===== src/design/gvr_mul.sv =====
// Shared multiplier: signed or unsigned 64x64 product built from four 32x32 partial products.
module gvr_mul (
  input  logic clk,
  input  logic rst,
  input  logic start,
  input  logic [63:0] a,
  input  logic [63:0] b,
  input  logic is_signed,
  output logic done,
  output logic signed [127:0] product
);
  logic [63:0] ua, ub;
  logic neg;
  logic [2:0] step;
  logic busy;
  logic [127:0] acc;
  logic [31:0] pa, pb;
  logic [63:0] pp;
  logic [127:0] pp_sh;

  always_comb begin
    pa = step[1] ? ua[63:32] : ua[31:0];
    pb = step[0] ? ub[63:32] : ub[31:0];
    pp = {32'd0, pa} * {32'd0, pb};
    pp_sh = {64'd0, pp} << ({5'd0, step[1]} * 7'd32 + {5'd0, step[0]} * 7'd32);
  end

  always_ff @(posedge clk) begin
    if (rst) begin
      busy <= 1'b0;
      done <= 1'b0;
      step <= 3'd0;
    end else begin
      done <= !start && busy && (step == 3'd3);
      if (start) begin
        busy <= 1'b1;
        step <= 3'd0;
        ua <= (is_signed && a[63]) ? 64'd0 - a : a;
        ub <= (is_signed && b[63]) ? 64'd0 - b : b;
        neg <= is_signed && (a[63] ^ b[63]);
        acc <= '0;
      end else if (busy) begin
        acc <= acc + pp_sh;
        step <= step + 3'd1;
        if (step == 3'd3) begin
          busy <= 1'b0;
        end
      end
    end
  end

  assign product = neg ? 128'sd0 - $signed(acc) : $signed(acc);
endmodule


===== config.mk =====
export PLATFORM = sky130hd
export DESIGN_NAME = gvr_mul
export DESIGN_NICKNAME = d
export VERILOG_FILES = /design/src/design/gvr_mul.sv
export SDC_FILE = /design/constraint.sdc
export NUM_CORES = 2
export LEC_CHECK = 0
export BUFFER_PORTS_ARGS = -buffer_cell sky130_fd_sc_hd__clkbuf_2
export CAP_MARGIN = 40
export CORE_AREA = 2 2 236 470
export CTS_BUF_LIST = sky130_fd_sc_hd__clkbuf_4 sky130_fd_sc_hd__clkbuf_8
export DETAILED_ROUTE_END_ITERATION = 7
export DIE_AREA = 0 0 238 472
export PLACE_DENSITY = 0.7
export SYNTH_ARGS = -nofsm -noshare
export SYNTH_HDL_FRONTEND = slang
export SYNTH_SLANG_ARGS = --single-unit

===== constraint.sdc =====
create_clock -name clk -period 28.8 [get_ports clk]
set_input_delay 2.88 -clock clk [delete_from_list [all_inputs] [get_ports clk]]
set_output_delay 2.88 -clock clk [all_outputs]
set_load 0.02 [all_outputs]

==> results.ini, run 1 <==
[global_route]
grt_pass1_vias=59530
overflow=39
grt_max_degree=128
grt_pass1_wl_mm=433
grtUsageTotal_pct=54.4

[floorplan]
ioPinCount=261
initial_utilization_pct=52.5
rows=171
die_y_um=472
die_x_um=238

[clocking]
cts_buffer_depth=3
numCtsBuffers=46
post_cts_buffers=0
htreeDepth=2
cts-root-buf=clkbuf_8
cts.sinks=262
cts-hold-fix-buffers=0
cts_resized=0

[logic_synthesis]
post-synth-top-area-fraction_pct=31.4
yosysSeqAreaShare_pct=13.7
ys_async_sr_fraction_pct=0
ys_ff_latch=262
synthFlopType=edfxtp_1
syn_area_per_cell_um2=8.56
synth_edf_count=257
yosysWarnings=0
synth_area_um2=57100
synth_largest_area_cell=fa_1
netlist_instances=6669
synth_nets=8093
synthTopCellsByArea=fa_1 31%, edfxtp_1 14%, ha_1 8.7%
synth.distinct_cells=76

[placement]
dp.final_hpwl_mm=230
place_inst=8137
port_buffers=260
pre_cts_ws_ns=14.65
gp_congestion=1.25

[run_status]
tool.error=[ERROR GRT-0116] Global routing finished with congestion. Check the congestion regions in the DRC Viewer.
status=stopped before the end
haltStage=global routing

==> layer usage <==
layer	GRT overflow	global-route usage, %
met1	0	51.5
met2	29	83.9
met3	0	21.8
met4	10	61.6
met5	0	1.45
==> Yosys cell counts (all sizes together) (76+ instances only) <==
cell type  count
a21o         111
a21oi        310
clkbuf       299
edfxtp       257
fa           897
ha           395
inv          927
mux2i         76
nand2        712
nand4         88
nor2         963
nor3         100
o21ai        235
xnor2        285
xor2         119
==> through the flow <==
stage | hold slack [ns] | area [um^2]
CTS | 0.521 | 61400
floorplan | 0.471 | 57100
global placement | 0.488 | 60000
detailed placement | 0.510 | 60400
==> cells by family after synthesis <==
group,after synthesis,share of synthesized area (%)
AND/OR/NAND/NOR,2247,17.2
adder cells (fa/ha/maj),1292,40.1
buffers and inverters,1248,8.23
AO/OA/AOI/OAI,1067,11.8
XOR/XNOR,405,6.24
flip-flops,262,13.7
multiplexers,148,2.75
==> inputs of run 2 (changes only) <==
==> config.mk (replaced) <==
export PLATFORM = sky130hd
export DESIGN_NAME = gvr_mul
export DESIGN_NICKNAME = d
export VERILOG_FILES = /design/src/design/gvr_mul.sv
export SDC_FILE = /design/constraint.sdc
export NUM_CORES = 2
export LEC_CHECK = 0
export BUFFER_PORTS_ARGS = -buffer_cell sky130_fd_sc_hd__clkbuf_2
export CAP_MARGIN = 40
export CORE_AREA = 2 2 391 393
export DETAILED_ROUTE_END_ITERATION = 7
export DIE_AREA = 0 0 393 395
export PLACE_DENSITY_LB_ADDON = 0.15
export SYNTH_ARGS = -nofsm -noshare
export SYNTH_HDL_FRONTEND = slang
export SYNTH_SLANG_ARGS = --single-unit
==> run 2 against run 1 <==
  * The run now ends clean
  * Area after synthesis is the same
  * Synthesized cell count is the same
==> results.ini, run 2 <==
[worst_setup_path]
worstPathRequired_ns=29.15
crit_path_frequent_cell=fa_1
rrSetupSlack_ns=15.29
endpoint_kind=flip-flop
crit_type=flip-flop to flip-flop
crit_path_start=step[0]$_SDFFE_PP0P_
worstReg2RegStart=step[0]$_SDFFE_PP0P_
path_max_fanout=35
startpoint_type=flip-flop
critical-path-max-stage-delay_ns=0.65
reg2reg_depth=37
arrival_ns=13.85
rr_endpoint=acc[119]$_SDFFCE_PP0P_
slowest_stage=dfxtp_4

[worst_hold_path]
hold_end=step[2]$_SDFFE_PP0P_
worstHoldStart=step[2]$_SDFFE_PP0P_
whs_path_depth=2
min_path_type=flip-flop to flip-flop

[global_route]
grt_max_degree=83
grtUsageTotal_pct=29.3
grt_pass1_vias=50413
grt_pass1_wl_mm=335
grt_antenna_before_repair=7
overflow=0

[logic_synthesis]
syn_area_per_cell_um2=8.56
synth_area_um2=57100
netlist_instances=6669
ys_ff_latch=262
synthTopCellsByCount=963 x nor2_1, 927 x inv_1, 897 x fa_1, 712 x nand2_1, 395 x ha_1
post-synth-top-area-fraction_pct=31.4
ys_async_sr_fraction_pct=0
synth_edf_count=257
synthTopCellsByArea=fa_1 31%, edfxtp_1 14%, ha_1 8.7%
synth_nets=8093
yosysWarnings=0
synthFlopType=edfxtp_1
synth_largest_area_cell=fa_1
synth.distinct_cells=76
yosysMostFrequentCell=nor2_1
yosysSeqAreaShare_pct=13.7

[finish]
drive_gt1_share_pct=8.71
max_flop_register=acc
area_delta_synth_final_pct=8.70
layout_common_cells=962 x nor2_1, 927 x inv_1, 897 x fa_1
nets=8181
largest_reg_flops=128
nFillCells=15360
final_cells=8813
mostFrequentLayoutCell=nor2_1
largestRegisters=acc x128, ua x64, ub x64

[route]
viasPerCell=5.65
drc_errors=0
num_vias=49826
totalWireLength_mm=227
ant_nets=0
routedWlPerCell_um=25.7
drt_iter0_drc=4276
dr.pass1.iters=6

[floorplan]
core_um2=151000
die_y_um=395
ioPinCount=261
initial_utilization_pct=37.8
die_x_um=393
die-area_um2=155000
rows=143

[clocking]
cts_buffer_depth=3
cts-root-buf=clkbuf_16
numCtsBuffers=35
clkTransAtPathRegs_ns=0.06
post_cts_buffers=0
cts_tree=yes
clk_latency_ns=0.59
cts-hold-fix-buffers=0
cts_resized=0
cts.sinks=262
htreeDepth=2

[sta]
worstMarginPinSlew_ns=1.00
hold_violations=0
setup_tns_ns=0
min_period_ns=13.51
grt_setup_unrepaired=false
period_share_pct=46.9
skew_ns=0.0611
max_freq_mhz=74.0
relSlewSlack_pct=32.9
slew_viol_final=0
setup_viol=0

[placement]
dp.final_hpwl_mm=184
port_buffers=260
place_inst=8748
gp_congestion=0.987

[run]
cap_viol_max_count=0

[run_status]
status=finished, final reports clean

run 2: cell counts after synthesis:
Identical to the previous run, type by type.
run 2: area by class of cell:
type                    count  area (um^2)  share of cell area [%]
diodes                      1         2.50                 0.00403
clock buffers              37          883                    1.42
clock inverters            25          284                   0.458
inverters                 927         3480                    5.61
multi-input cells        5159        44900                    72.3
flip-flops and latches    262         7830                    12.6
well taps                2030         2540                    4.09
repair buffers            372         2200                    3.55
run 2: worst max-delay path: cells and delay by family, from the launching register on:
family	cells	cell delay (ns)
flip-flops	1	0.65
multiplexers	3	1.00
AND/OR/NAND/NOR	6	1.30
adder cells (fa/ha/maj)	10	4.61
XOR/XNOR	1	0.28
buffers and inverters	5	1.26
AO/OA/AOI/OAI	12	4.03
run 2: layer usage:
metal	vias up	wire [um]	global-route usage [%]
met5	-	13	0
met4	2	9140	10.2
met3	327	18400	5.34
met2	2032	102000	45.5
met1	25455	97300	40.9
li1	22010	-	-
run 2: through the flow:
step / setup WS, ns / hold slack (ns) / utilization, % / cell area [um^2]
after global routing: 14.81 / 0.570 / 41.1 / 62100
after CTS: 15.65 / 0.502 / 41.0 / 62100
final: 15.29 / 0.505 / 41.1 / 62100
after floorplan: 17.57 / 0.471 / - / 57100
after global placement: 15.57 / 0.484 / 40.1 / 60700
after detailed placement: 15.69 / 0.494 / 40.3 / 60900
run 2: kinds of logic after synthesis:
group | synth area share, %
xor gates and xnor gates | 6.24
AOI/OAI and AO/OA | 11.8
buffers and inverters | 8.23
and+or+nand+nor | 17.2
DFF | 13.7
muxes | 2.75
adders and majority gates | 40.1
run 2: worst max-delay path by stage:
stage	end	depth (start not counted)
2_1_floorplan	acc[119]$_SDFFCE_PP0P_	39
3_3_place_gp	acc[121]$_SDFFCE_PP0P_	37
3_5_place_dp	acc[121]$_SDFFCE_PP0P_	36
4_1_cts	acc[119]$_SDFFCE_PP0P_	37
5_1_grt	acc[119]$_SDFFCE_PP0P_	36
6_report	acc[119]$_SDFFCE_PP0P_	37
Power of run 2 is not shown: default switching activity piles up to over one toggle a cycle in this logic, so the estimate is an artifact.
