==> src/design/gvr_pkg.sv <==
// Package: shared constants, types and sequencer states for the variance recursion unit.
package gvr_pkg;

  localparam int unsigned DefaultArchLags  = 1;
  localparam int unsigned DefaultAsymLags  = 1;
  localparam int unsigned DefaultGarchLags = 1;

  localparam int unsigned NumRegs   = 8;
  localparam int unsigned RegIdxW   = 3;
  localparam int unsigned CfgDataW  = 64;
  localparam int unsigned LogFracW  = 40;
  localparam int unsigned LogW      = 47;

  localparam logic [RegIdxW-1:0] RegOmega    = 3'd0;
  localparam logic [RegIdxW-1:0] RegAlpha1   = 3'd1;
  localparam logic [RegIdxW-1:0] RegAlpha2   = 3'd2;
  localparam logic [RegIdxW-1:0] RegGamma1   = 3'd3;
  localparam logic [RegIdxW-1:0] RegGamma2   = 3'd4;
  localparam logic [RegIdxW-1:0] RegBeta1    = 3'd5;
  localparam logic [RegIdxW-1:0] RegBeta2    = 3'd6;
  localparam logic [RegIdxW-1:0] RegBackcast = 3'd7;

  localparam logic [1:0] KindArch  = 2'd0;
  localparam logic [1:0] KindAsym  = 2'd1;
  localparam logic [1:0] KindGarch = 2'd2;

  localparam logic [63:0] Mask63      = 64'h7FFF_FFFF_FFFF_FFFF;
  localparam logic [63:0] Ln2Q62      = 64'h2C5C_85FD_F473_DE6A;
  localparam logic [63:0] ThousandQ32 = 64'd1000 << 32;

  typedef enum logic [3:0] {
    ST_IDLE,
    ST_TERM,
    ST_DECIDE,
    ST_LOG_A,
    ST_LOG_B,
    ST_SCALE,
    ST_DONE
  } state_t;

  typedef struct packed {
    logic series_start;
    logic [62:0] powered_resid;
    logic resid_negative;
    logic signed [63:0] var_floor;
    logic [62:0] var_ceiling;
  } in_item_t;

  typedef struct packed {
    logic signed [63:0] variance_out;
    logic clamped_low;
    logic compressed_high;
    logic overflowed;
  } out_item_t;

  typedef struct packed {
    logic start;
    logic [63:0] x;
  } log_req_t;

  typedef struct packed {
    logic busy;
    logic done;
    logic [LogW-1:0] value;
  } log_stat_t;

  function automatic logic [63:0] sat_add_pos(input logic [62:0] a, input logic [63:0] b);
    logic [64:0] s;
    s = {2'b00, a} + {1'b0, b};
    return (s > {1'b0, Mask63}) ? Mask63 : s[63:0];
  endfunction

endpackage

==> src/design/gvr_log2.sv <==
// Log2 unit: normalize, then 40 squaring steps of four 32x32 partial products, Q.40 result.
module gvr_log2 (
  input  logic clk,
  input  logic rst,
  input  gvr_pkg::log_req_t req,
  output gvr_pkg::log_stat_t stat
);
  logic [63:0] m;
  logic [5:0] cnt;
  logic [1:0] sub;
  logic norm;
  logic [127:0] sq_part;
  logic [31:0] pa, pb;
  logic [63:0] pp;
  logic [127:0] pp_sh;
  logic [127:0] sq;
  logic [63:0] mq;
  logic [5:0] lz;

  always_comb begin
    lz = 6'd0;
    for (int i = 0; i < 64; i++) begin
      if (m[i]) lz = 6'(i);
    end
    pa = sub[1] ? m[63:32] : m[31:0];
    pb = sub[0] ? m[63:32] : m[31:0];
    pp = {32'd0, pa} * {32'd0, pb};
    pp_sh = {64'd0, pp} << ({5'd0, sub[1]} * 7'd32 + {5'd0, sub[0]} * 7'd32);
    sq = sq_part + pp_sh;
    mq = sq[125:62];
  end

  always_ff @(posedge clk) begin
    if (rst) begin
      stat.busy <= 1'b0;
      stat.done <= 1'b0;
    end else begin
      stat.done <= !req.start && stat.busy && !norm && (sub == 2'd3) && (cnt == 6'd39);
      if (req.start) begin
        stat.busy <= 1'b1;
        m <= req.x;
        norm <= 1'b1;
        cnt <= 6'd0;
        sub <= 2'd0;
        sq_part <= '0;
        stat.value <= '0;
      end else if (stat.busy && norm) begin
        m <= m << (6'd62 - lz);
        stat.value <= {lz, 41'd0} >> 1;
        norm <= 1'b0;
      end else if (stat.busy) begin
        sub <= sub + 2'd1;
        if (sub != 2'd3) begin
          sq_part <= sq;
        end else begin
          sq_part <= '0;
          cnt <= cnt + 6'd1;
          if (mq[63]) begin
            m <= mq >> 1;
            stat.value[6'd39 - cnt] <= 1'b1;
          end else begin
            m <= mq;
          end
          if (cnt == 6'd39) stat.busy <= 1'b0;
        end
      end
    end
  end
endmodule

==> config.mk <==
export PLATFORM = sky130hd
export DESIGN_NAME = gvr_log2
export DESIGN_NICKNAME = d
export VERILOG_FILES = /design/src/design/gvr_pkg.sv /design/src/design/gvr_log2.sv
export SDC_FILE = /design/constraint.sdc
export NUM_CORES = 2
export LEC_CHECK = 0
export BUFFER_PORTS_ARGS = -buffer_cell sky130_fd_sc_hd__buf_2
export CAP_MARGIN = 25
export CORE_MARGIN = 3
export CORE_UTILIZATION = 51
export DETAILED_ROUTE_END_ITERATION = 8
export PLACE_DENSITY = 0.67
export SYNTH_ARGS = -nofsm -noshare
export SYNTH_HDL_FRONTEND = slang
export SYNTH_SLANG_ARGS = --single-unit
==> constraint.sdc <==
create_clock -name clk -period 41 [get_ports clk]
set_clock_uncertainty 0.2 [all_clocks]
set_input_delay 2.05 -clock clk [delete_from_list [all_inputs] [get_ports clk]]
set_output_delay 2.05 -clock clk [all_outputs]
set_load 0.02 [all_outputs]
Word level (Yosys, flattened, before mapping)
Index checks and enable logic that the tools add are counted.
{ "totals": {"ram_bits": 0, "n_memories": 0, "elab_cells": 136, "register_bits": 250, "latchBits": 0, "input_bits": 67, "mem_bits_ro": 0} }
{ "classes": {"mux": 90, "n_bitwise": 2, "div_mod_pow": 0, "n_eq_ne": 6, "reduce_logical": 18, "n_mul": 1, "n_addsub": 6, "shifts": 2, "magnitude_cmp": 2} }
{ "ops": {"columns": ["operator", "n"], "rows": [
  ["$mux W128", 3],
  ["$mux W6", 63],
  ["$mux W64", 4],
  ["$mux W47", 3],
  ["$add A128 B128 Y128", 1],
  ["$shl A64 B7 Y128", 1],
  ["$mul A32 B32 Y64", 1],
  ["$mux W32", 2],
  ["$shl A64 B6 Y64", 1],
  ["$mux W63", 1],
  ["$or A47 B47 Y47", 1],
  ["$mux W46", 1],
  ["$sub A6 B6 Y6 const A", 2],
  ["$mux W1", 8],
  ["$mux W2", 4],
  ["$reduce_and A4 Y1", 2],
  ["$add A6 B6 Y7", 1],
  ["$lt A6 B7 Y1 const B", 1],
  ["$add A6 B1 Y6 const B", 1],
  ["$demux W1 S6", 1],
  ["$eq A6 B6 Y1 const B", 1],
  ["$ge A6 B1 Y1 const B", 1],
  ["$logic_and A1 B1 Y1", 6],
  ["$ne A2 B2 Y1 const B", 3],
  ["other kinds (10)", 14]
]} }

Longest topological paths before layout
{ "logic_depth": {"ltp_word": 67, "mapped_depth": 54} }

Worst setup path before layout
Ideal clock, no wire load.
{ "synth_path": {"path_type": "register to register", "from": "register sub[1]", "to": "register stat[0] in the netlist's numbering, enable pin", "synth_period_minus_slack_ns": 15.013, "path_stages_with_launch": 49, "t_required_ns": 40.333, "slack_ns": 25.987, "arrival_ns": 14.346, "path_cell_list": "edfxtp_1 clkbuf_1 clkbuf_1 buf_1 nand2_1 o21ai_1 clkbuf_1 nand2_1 fa_1 inv_1 fa_1 fa_1 fa_1 inv_1 fa_1 inv_1 fa_1 fa_1 [... 13 more ...] a21oi_1 xor2_1 mux2i_1 nor2b_1 ha_1 nand2_1 nor4_2 nand2_1 or4_1 or4_1 o211ai_2 nor3_2 o31ai_4 xor2_4 xnor2_4 buf_2 buf_2 a21oi_1"} }
{ "synth_between": {"elab_chain_len": 6, "word_cells_on_any_way": 9, "classes_between": "2 x add/sub; 1 x mul; 2 x eq/ne; 1 x shift; 1 x mux; 2 x reduce/logical"} }
{ "synth_rtl": {"columns": ["item", "line_no", "text"], "rows": [
  ["start, declared", "gvr_log2.sv:10", "logic [1:0] sub;"],
  ["start signal, assigned", "gvr_log2.sv:52", "sub <= sub + 2'd1;"],
  ["$mux W32", "gvr_log2.sv:25", "pa = sub[1] ? m[63:32] : m[31:0];"],
  ["$mul A32 B32 Y64", "gvr_log2.sv:27", "pp = {32'd0, pa} * {32'd0, pb};"],
  ["$shl A64 B7 Y128", "gvr_log2.sv:28", "pp_sh = {64'd0, pp} << ({5'd0, sub[1]} * 7'd32 + {5'd0, sub[0]} * 7'd32);"],
  ["$add A128 B128 Y128", "gvr_log2.sv:29", "sq = sq_part + pp_sh;"],
  ["$reduce_bool A3 Y1 (no line)", null, null],
  ["$reduce_and A4 Y1 (no line) *", null, null],
  ["end, declared", "gvr_log2.sv:6", "output gvr_pkg::log_stat_t stat"]
]} }
Mark *: on every way between the ends. The rest lies on a longest branch, timed or not.
A chain may end at the register's enable or synchronous reset.

Final worst setup path
{ "layout_path": {"from": "register sub[0]", "to": "register m[52] (data pin)"} }
{ "layout_between": {"elab_chain_len": 9, "word_cells_on_any_way": 10, "classes_between": "2 x add/sub; 1 x mul; 1 x shift; 6 x mux"} }
{ "layout_rtl": {"columns": ["item", "line_no", "text"], "rows": [
  ["$mux W32", "gvr_log2.sv:26", "pb = sub[0] ? m[63:32] : m[31:0];"],
  ["$mul A32 B32 Y64", "gvr_log2.sv:27", null],
  ["$shl A64 B7 Y128 *", "gvr_log2.sv:28", null],
  ["$add A128 B128 Y128 *", "gvr_log2.sv:29", null],
  ["$mux W63 *", "gvr_log2.sv:58", "if (mq[63]) begin"],
  ["$mux W64 *", "gvr_log2.sv:53", "if (sub != 2'd3) begin"],
  ["$mux W64 *", "gvr_log2.sv:51", "end else if (stat.busy) begin"],
  ["$mux W64 *", "gvr_log2.sv:47", "end else if (stat.busy && norm) begin"],
  ["$mux W64 *", "gvr_log2.sv:39", "if (req.start) begin"],
  ["end signal, assigned", "gvr_log2.sv:41", "m <= req.x;"],
  ["end signal, assigned", "gvr_log2.sv:48", "m <= m << (6'd62 - lz);"],
  ["end signal, assigned", "gvr_log2.sv:59", "m <= mq >> 1;"],
  ["end, declared", "gvr_log2.sv:8", "logic [63:0] m;"]
]} }
Mark *: on every way between the ends. The rest lies on a longest branch, timed or not. The select of a mux whose other input is x is not followed.

==> flow_summary.ini <==
[drt]
wl_per_cell_um = 26.57
drtIter0Drc = 5380
detail_route.vias_per_cell = 6.190
antenna_left = 0
dr.pass1.iters = 7
remaining_drc_errors = 0
vias = 49200
wl_mm = 211.2

[cts]
cts_setup_buffers = 0
clk-insertion-delay-late_ns = 0.59
path_clk_slew_ns = 0.07
htree_levels = 1
clock-sinks = 248
cts_root_buffer = clkbuf_16
cts_hold_buf = 0
cts_tree = built
clock_path_buffers = 3
numCtsBuffers = 27
cts_resized = 0

[layout]
layout-drive-gt1-share_pct = 7.157
areaGrowthSynthToFinish_pct = 5.014
final_cell_mix = inv_1, nand2_1, fa_1, nor2_1, ha_1
n_fill_cell = 10370
layout_commonest_cell = inv_1
stdcell_count = 7949
final_util_pct = 54.43
nNetsFinal = 7806

[setup_path]
cp-start-kind = flop
critPathSlowestCell = a2111oi_0
reg2reg_slack_ns = 25.38
worstPathRequired_ns = 41.13
critPathKind = reg -> reg
crit_path_end_kind = flop
path_max_fanout = 39
reg2reg_from = sub[0]
reg2regPathDepth = 45
arrival_ns = 15.75
path_common_cell = fa_1
crit_start = sub[0]
r2r_end = m[52]
slowest_delay_ns = 0.91

[min_path]
min_to = stat[24]
hold_depth = 2
min-delay-start = stat[24]
hold_class = reg -> reg

[run]
maxCapViolCount = 0

[synth]
yosys.area.top_type = fa_1
synth-adder-area-share_pct = 40.15
synth_xor_area_share_pct = 2.910
synthCells = 6586
synthesis.area_mm2 = 0.05697
synth_compound_area_share_pct = 11.89
synth_nets = 7943
synth_area_per_cell_um2 = 8.650
muxShareOfSynthArea_pct = 6.540
async_flop_share_pct = 0
yosys_warnings = 0
synth.distinct_cells = 94
synth_top_family_by_area = adder cells
synth_seq_area_share_pct = 13.04
synth_top_area_share_pct = 31.52
synthFlopType = edfxtp_1
synth_edf_count = 246
yosys.area_share.simple_pct = 15.67
synth-seq-cells = 248
synthTopCellsByArea = fa_1, edfxtp_1, ha_1

[floorplan]
die_h_um = 340.2
fp-row-count = 121
die_width_um = 340.2
floorplan.initialDensity_pct = 51.83
core-area_mm2 = 0.1099
die_area_mm2 = 0.1158
boundaryPins = 116

[sta]
rsz0062_at_grt = false
fin_crit_sh_pct = 38.10
max_freq_mhz = 64.02
setup_tns_ns = 0
post-route-min-period_ns = 15.62
slew_headroom_pct = 19.64
finalHoldViolations = 0
setup_viol = 0
tightestPinTransition_ns = 1.195
final-max-slew-violation-count = 0

[global_route]
antenna_found_initial = 6
grt_use_total_pct = 36.59
grt_max_degree = 129
grt_pass1_wl_mm = 318.9
grt_pass1_vias = 50360
grt-ovfl-total = 0

[place]
placedCellCount = 7889
hpwl_mm = 165.5
port_buffers = 115
gp_congestion = 1.035

[status]
status = finished, final reports clean
layout make-up:
type / count / area (um2) / area share (%)
Sequential cell: 248 / 7427 / 12.41
Inverter: 1069 / 4013 / 6.707
Clock inverter: 17 / 205.2 / 0.3430
Clock buffer: 32 / 694.4 / 1.161
Timing Repair Buffer: 233 / 1480 / 2.474
Tap cell: 1476 / 1847 / 3.087
Multi-Input combinational cell: 4870 / 44150 / 73.80
Antenna cell: 4 / 10.01 / 0.01673
cell families after synthesis:
family,Yosys count
buf+inv,1468
compound gates,1026
xor+xnor,185
flops,248
simple gates,2072
mux,297
fa+ha+maj,1290
stage by stage:
step / hold slack, ns / setup slack, ns / instance area [um2]
after detailed placement: 0.3532 / 25.59 / 58860
after global routing: 0.4003 / 24.98 / 59820
after CTS: 0.3702 / 25.56 / 59760
after global placement: 0.3480 / 25.64 / 58790
final: 0.3683 / 25.38 / 59830
after floorplan: 0.3854 / 25.99 / 56970
synth_stat cells, types with 15 or more instances:
| library cell | number |
|---|---|
| nand4_1 | 36 |
| o221ai_1 | 18 |
| buf_2 | 36 |
| a221o_1 | 18 |
| a22oi_1 | 16 |
| o31ai_1 | 21 |
| a21oi_1 | 284 |
| a31oi_1 | 29 |
| nor2_1 | 541 |
| xnor2_1 | 101 |
| fa_1 | 897 |
| nand2_1 | 1054 |
| and2_1 | 102 |
| o21a_1 | 45 |
| nand3_1 | 70 |
| o21bai_1 | 38 |
| o21ai_0 | 164 |
| ha_1 | 393 |
| a21boi_0 | 16 |
| and3_1 | 27 |
| a211oi_1 | 50 |
| mux4_2 | 54 |
| o22ai_1 | 46 |
| o21ai_1 | 15 |
| inv_1 | 1066 |
| nor2b_1 | 60 |
| mux2_2 | 62 |
| or4_1 | 15 |
| edfxtp_1 | 246 |
| nor4_1 | 18 |
| mux2i_1 | 181 |
| o211ai_1 | 32 |
| nand2b_1 | 25 |
| clkbuf_1 | 317 |
| nor3_1 | 56 |
| buf_1 | 38 |
| xor2_1 | 82 |
| a21o_1 | 93 |
registers in the layout (all words and copies together), names as in the netlist, named ones only:
register and flops:
m 63, norm 1, cnt 6, stat 49, sq_part 126, sub 2
layer usage:
layer,wire [um],vias to the layer above,GRT usage [%]
li1,-,21120,-
met1,79560,24580,46.85
met2,93410,2766,56.91
met3,22530,736,8.445
met4,15690,4,21.42
met5,14,-,0
critical path, delay by kind of cell (launching register included):
family          cells  cell delay [ns]
compound gates     19             5.91
fa+ha+maj          10             4.93
simple gates        5             1.03
buf+inv             8             0.96
mux                 2             0.91
flops               1             0.67
xor+xnor            1             0.66
how the worst max path moves through the flow:
stage / endpoint / slack (ns) / cells past startpoint
after floorplan: stat[0] / 25.99 / 48
after global placement: m[52] / 25.64 / 45
after detailed placement: m[52] / 25.59 / 45
after CTS: m[52] / 25.56 / 45
after global routing: m[52] / 24.98 / 45
final: m[52] / 25.38 / 45
Power is left out: the tool's default activity adds up to more than one toggle a clock period on the data nets, which glitch-free logic cannot reach.
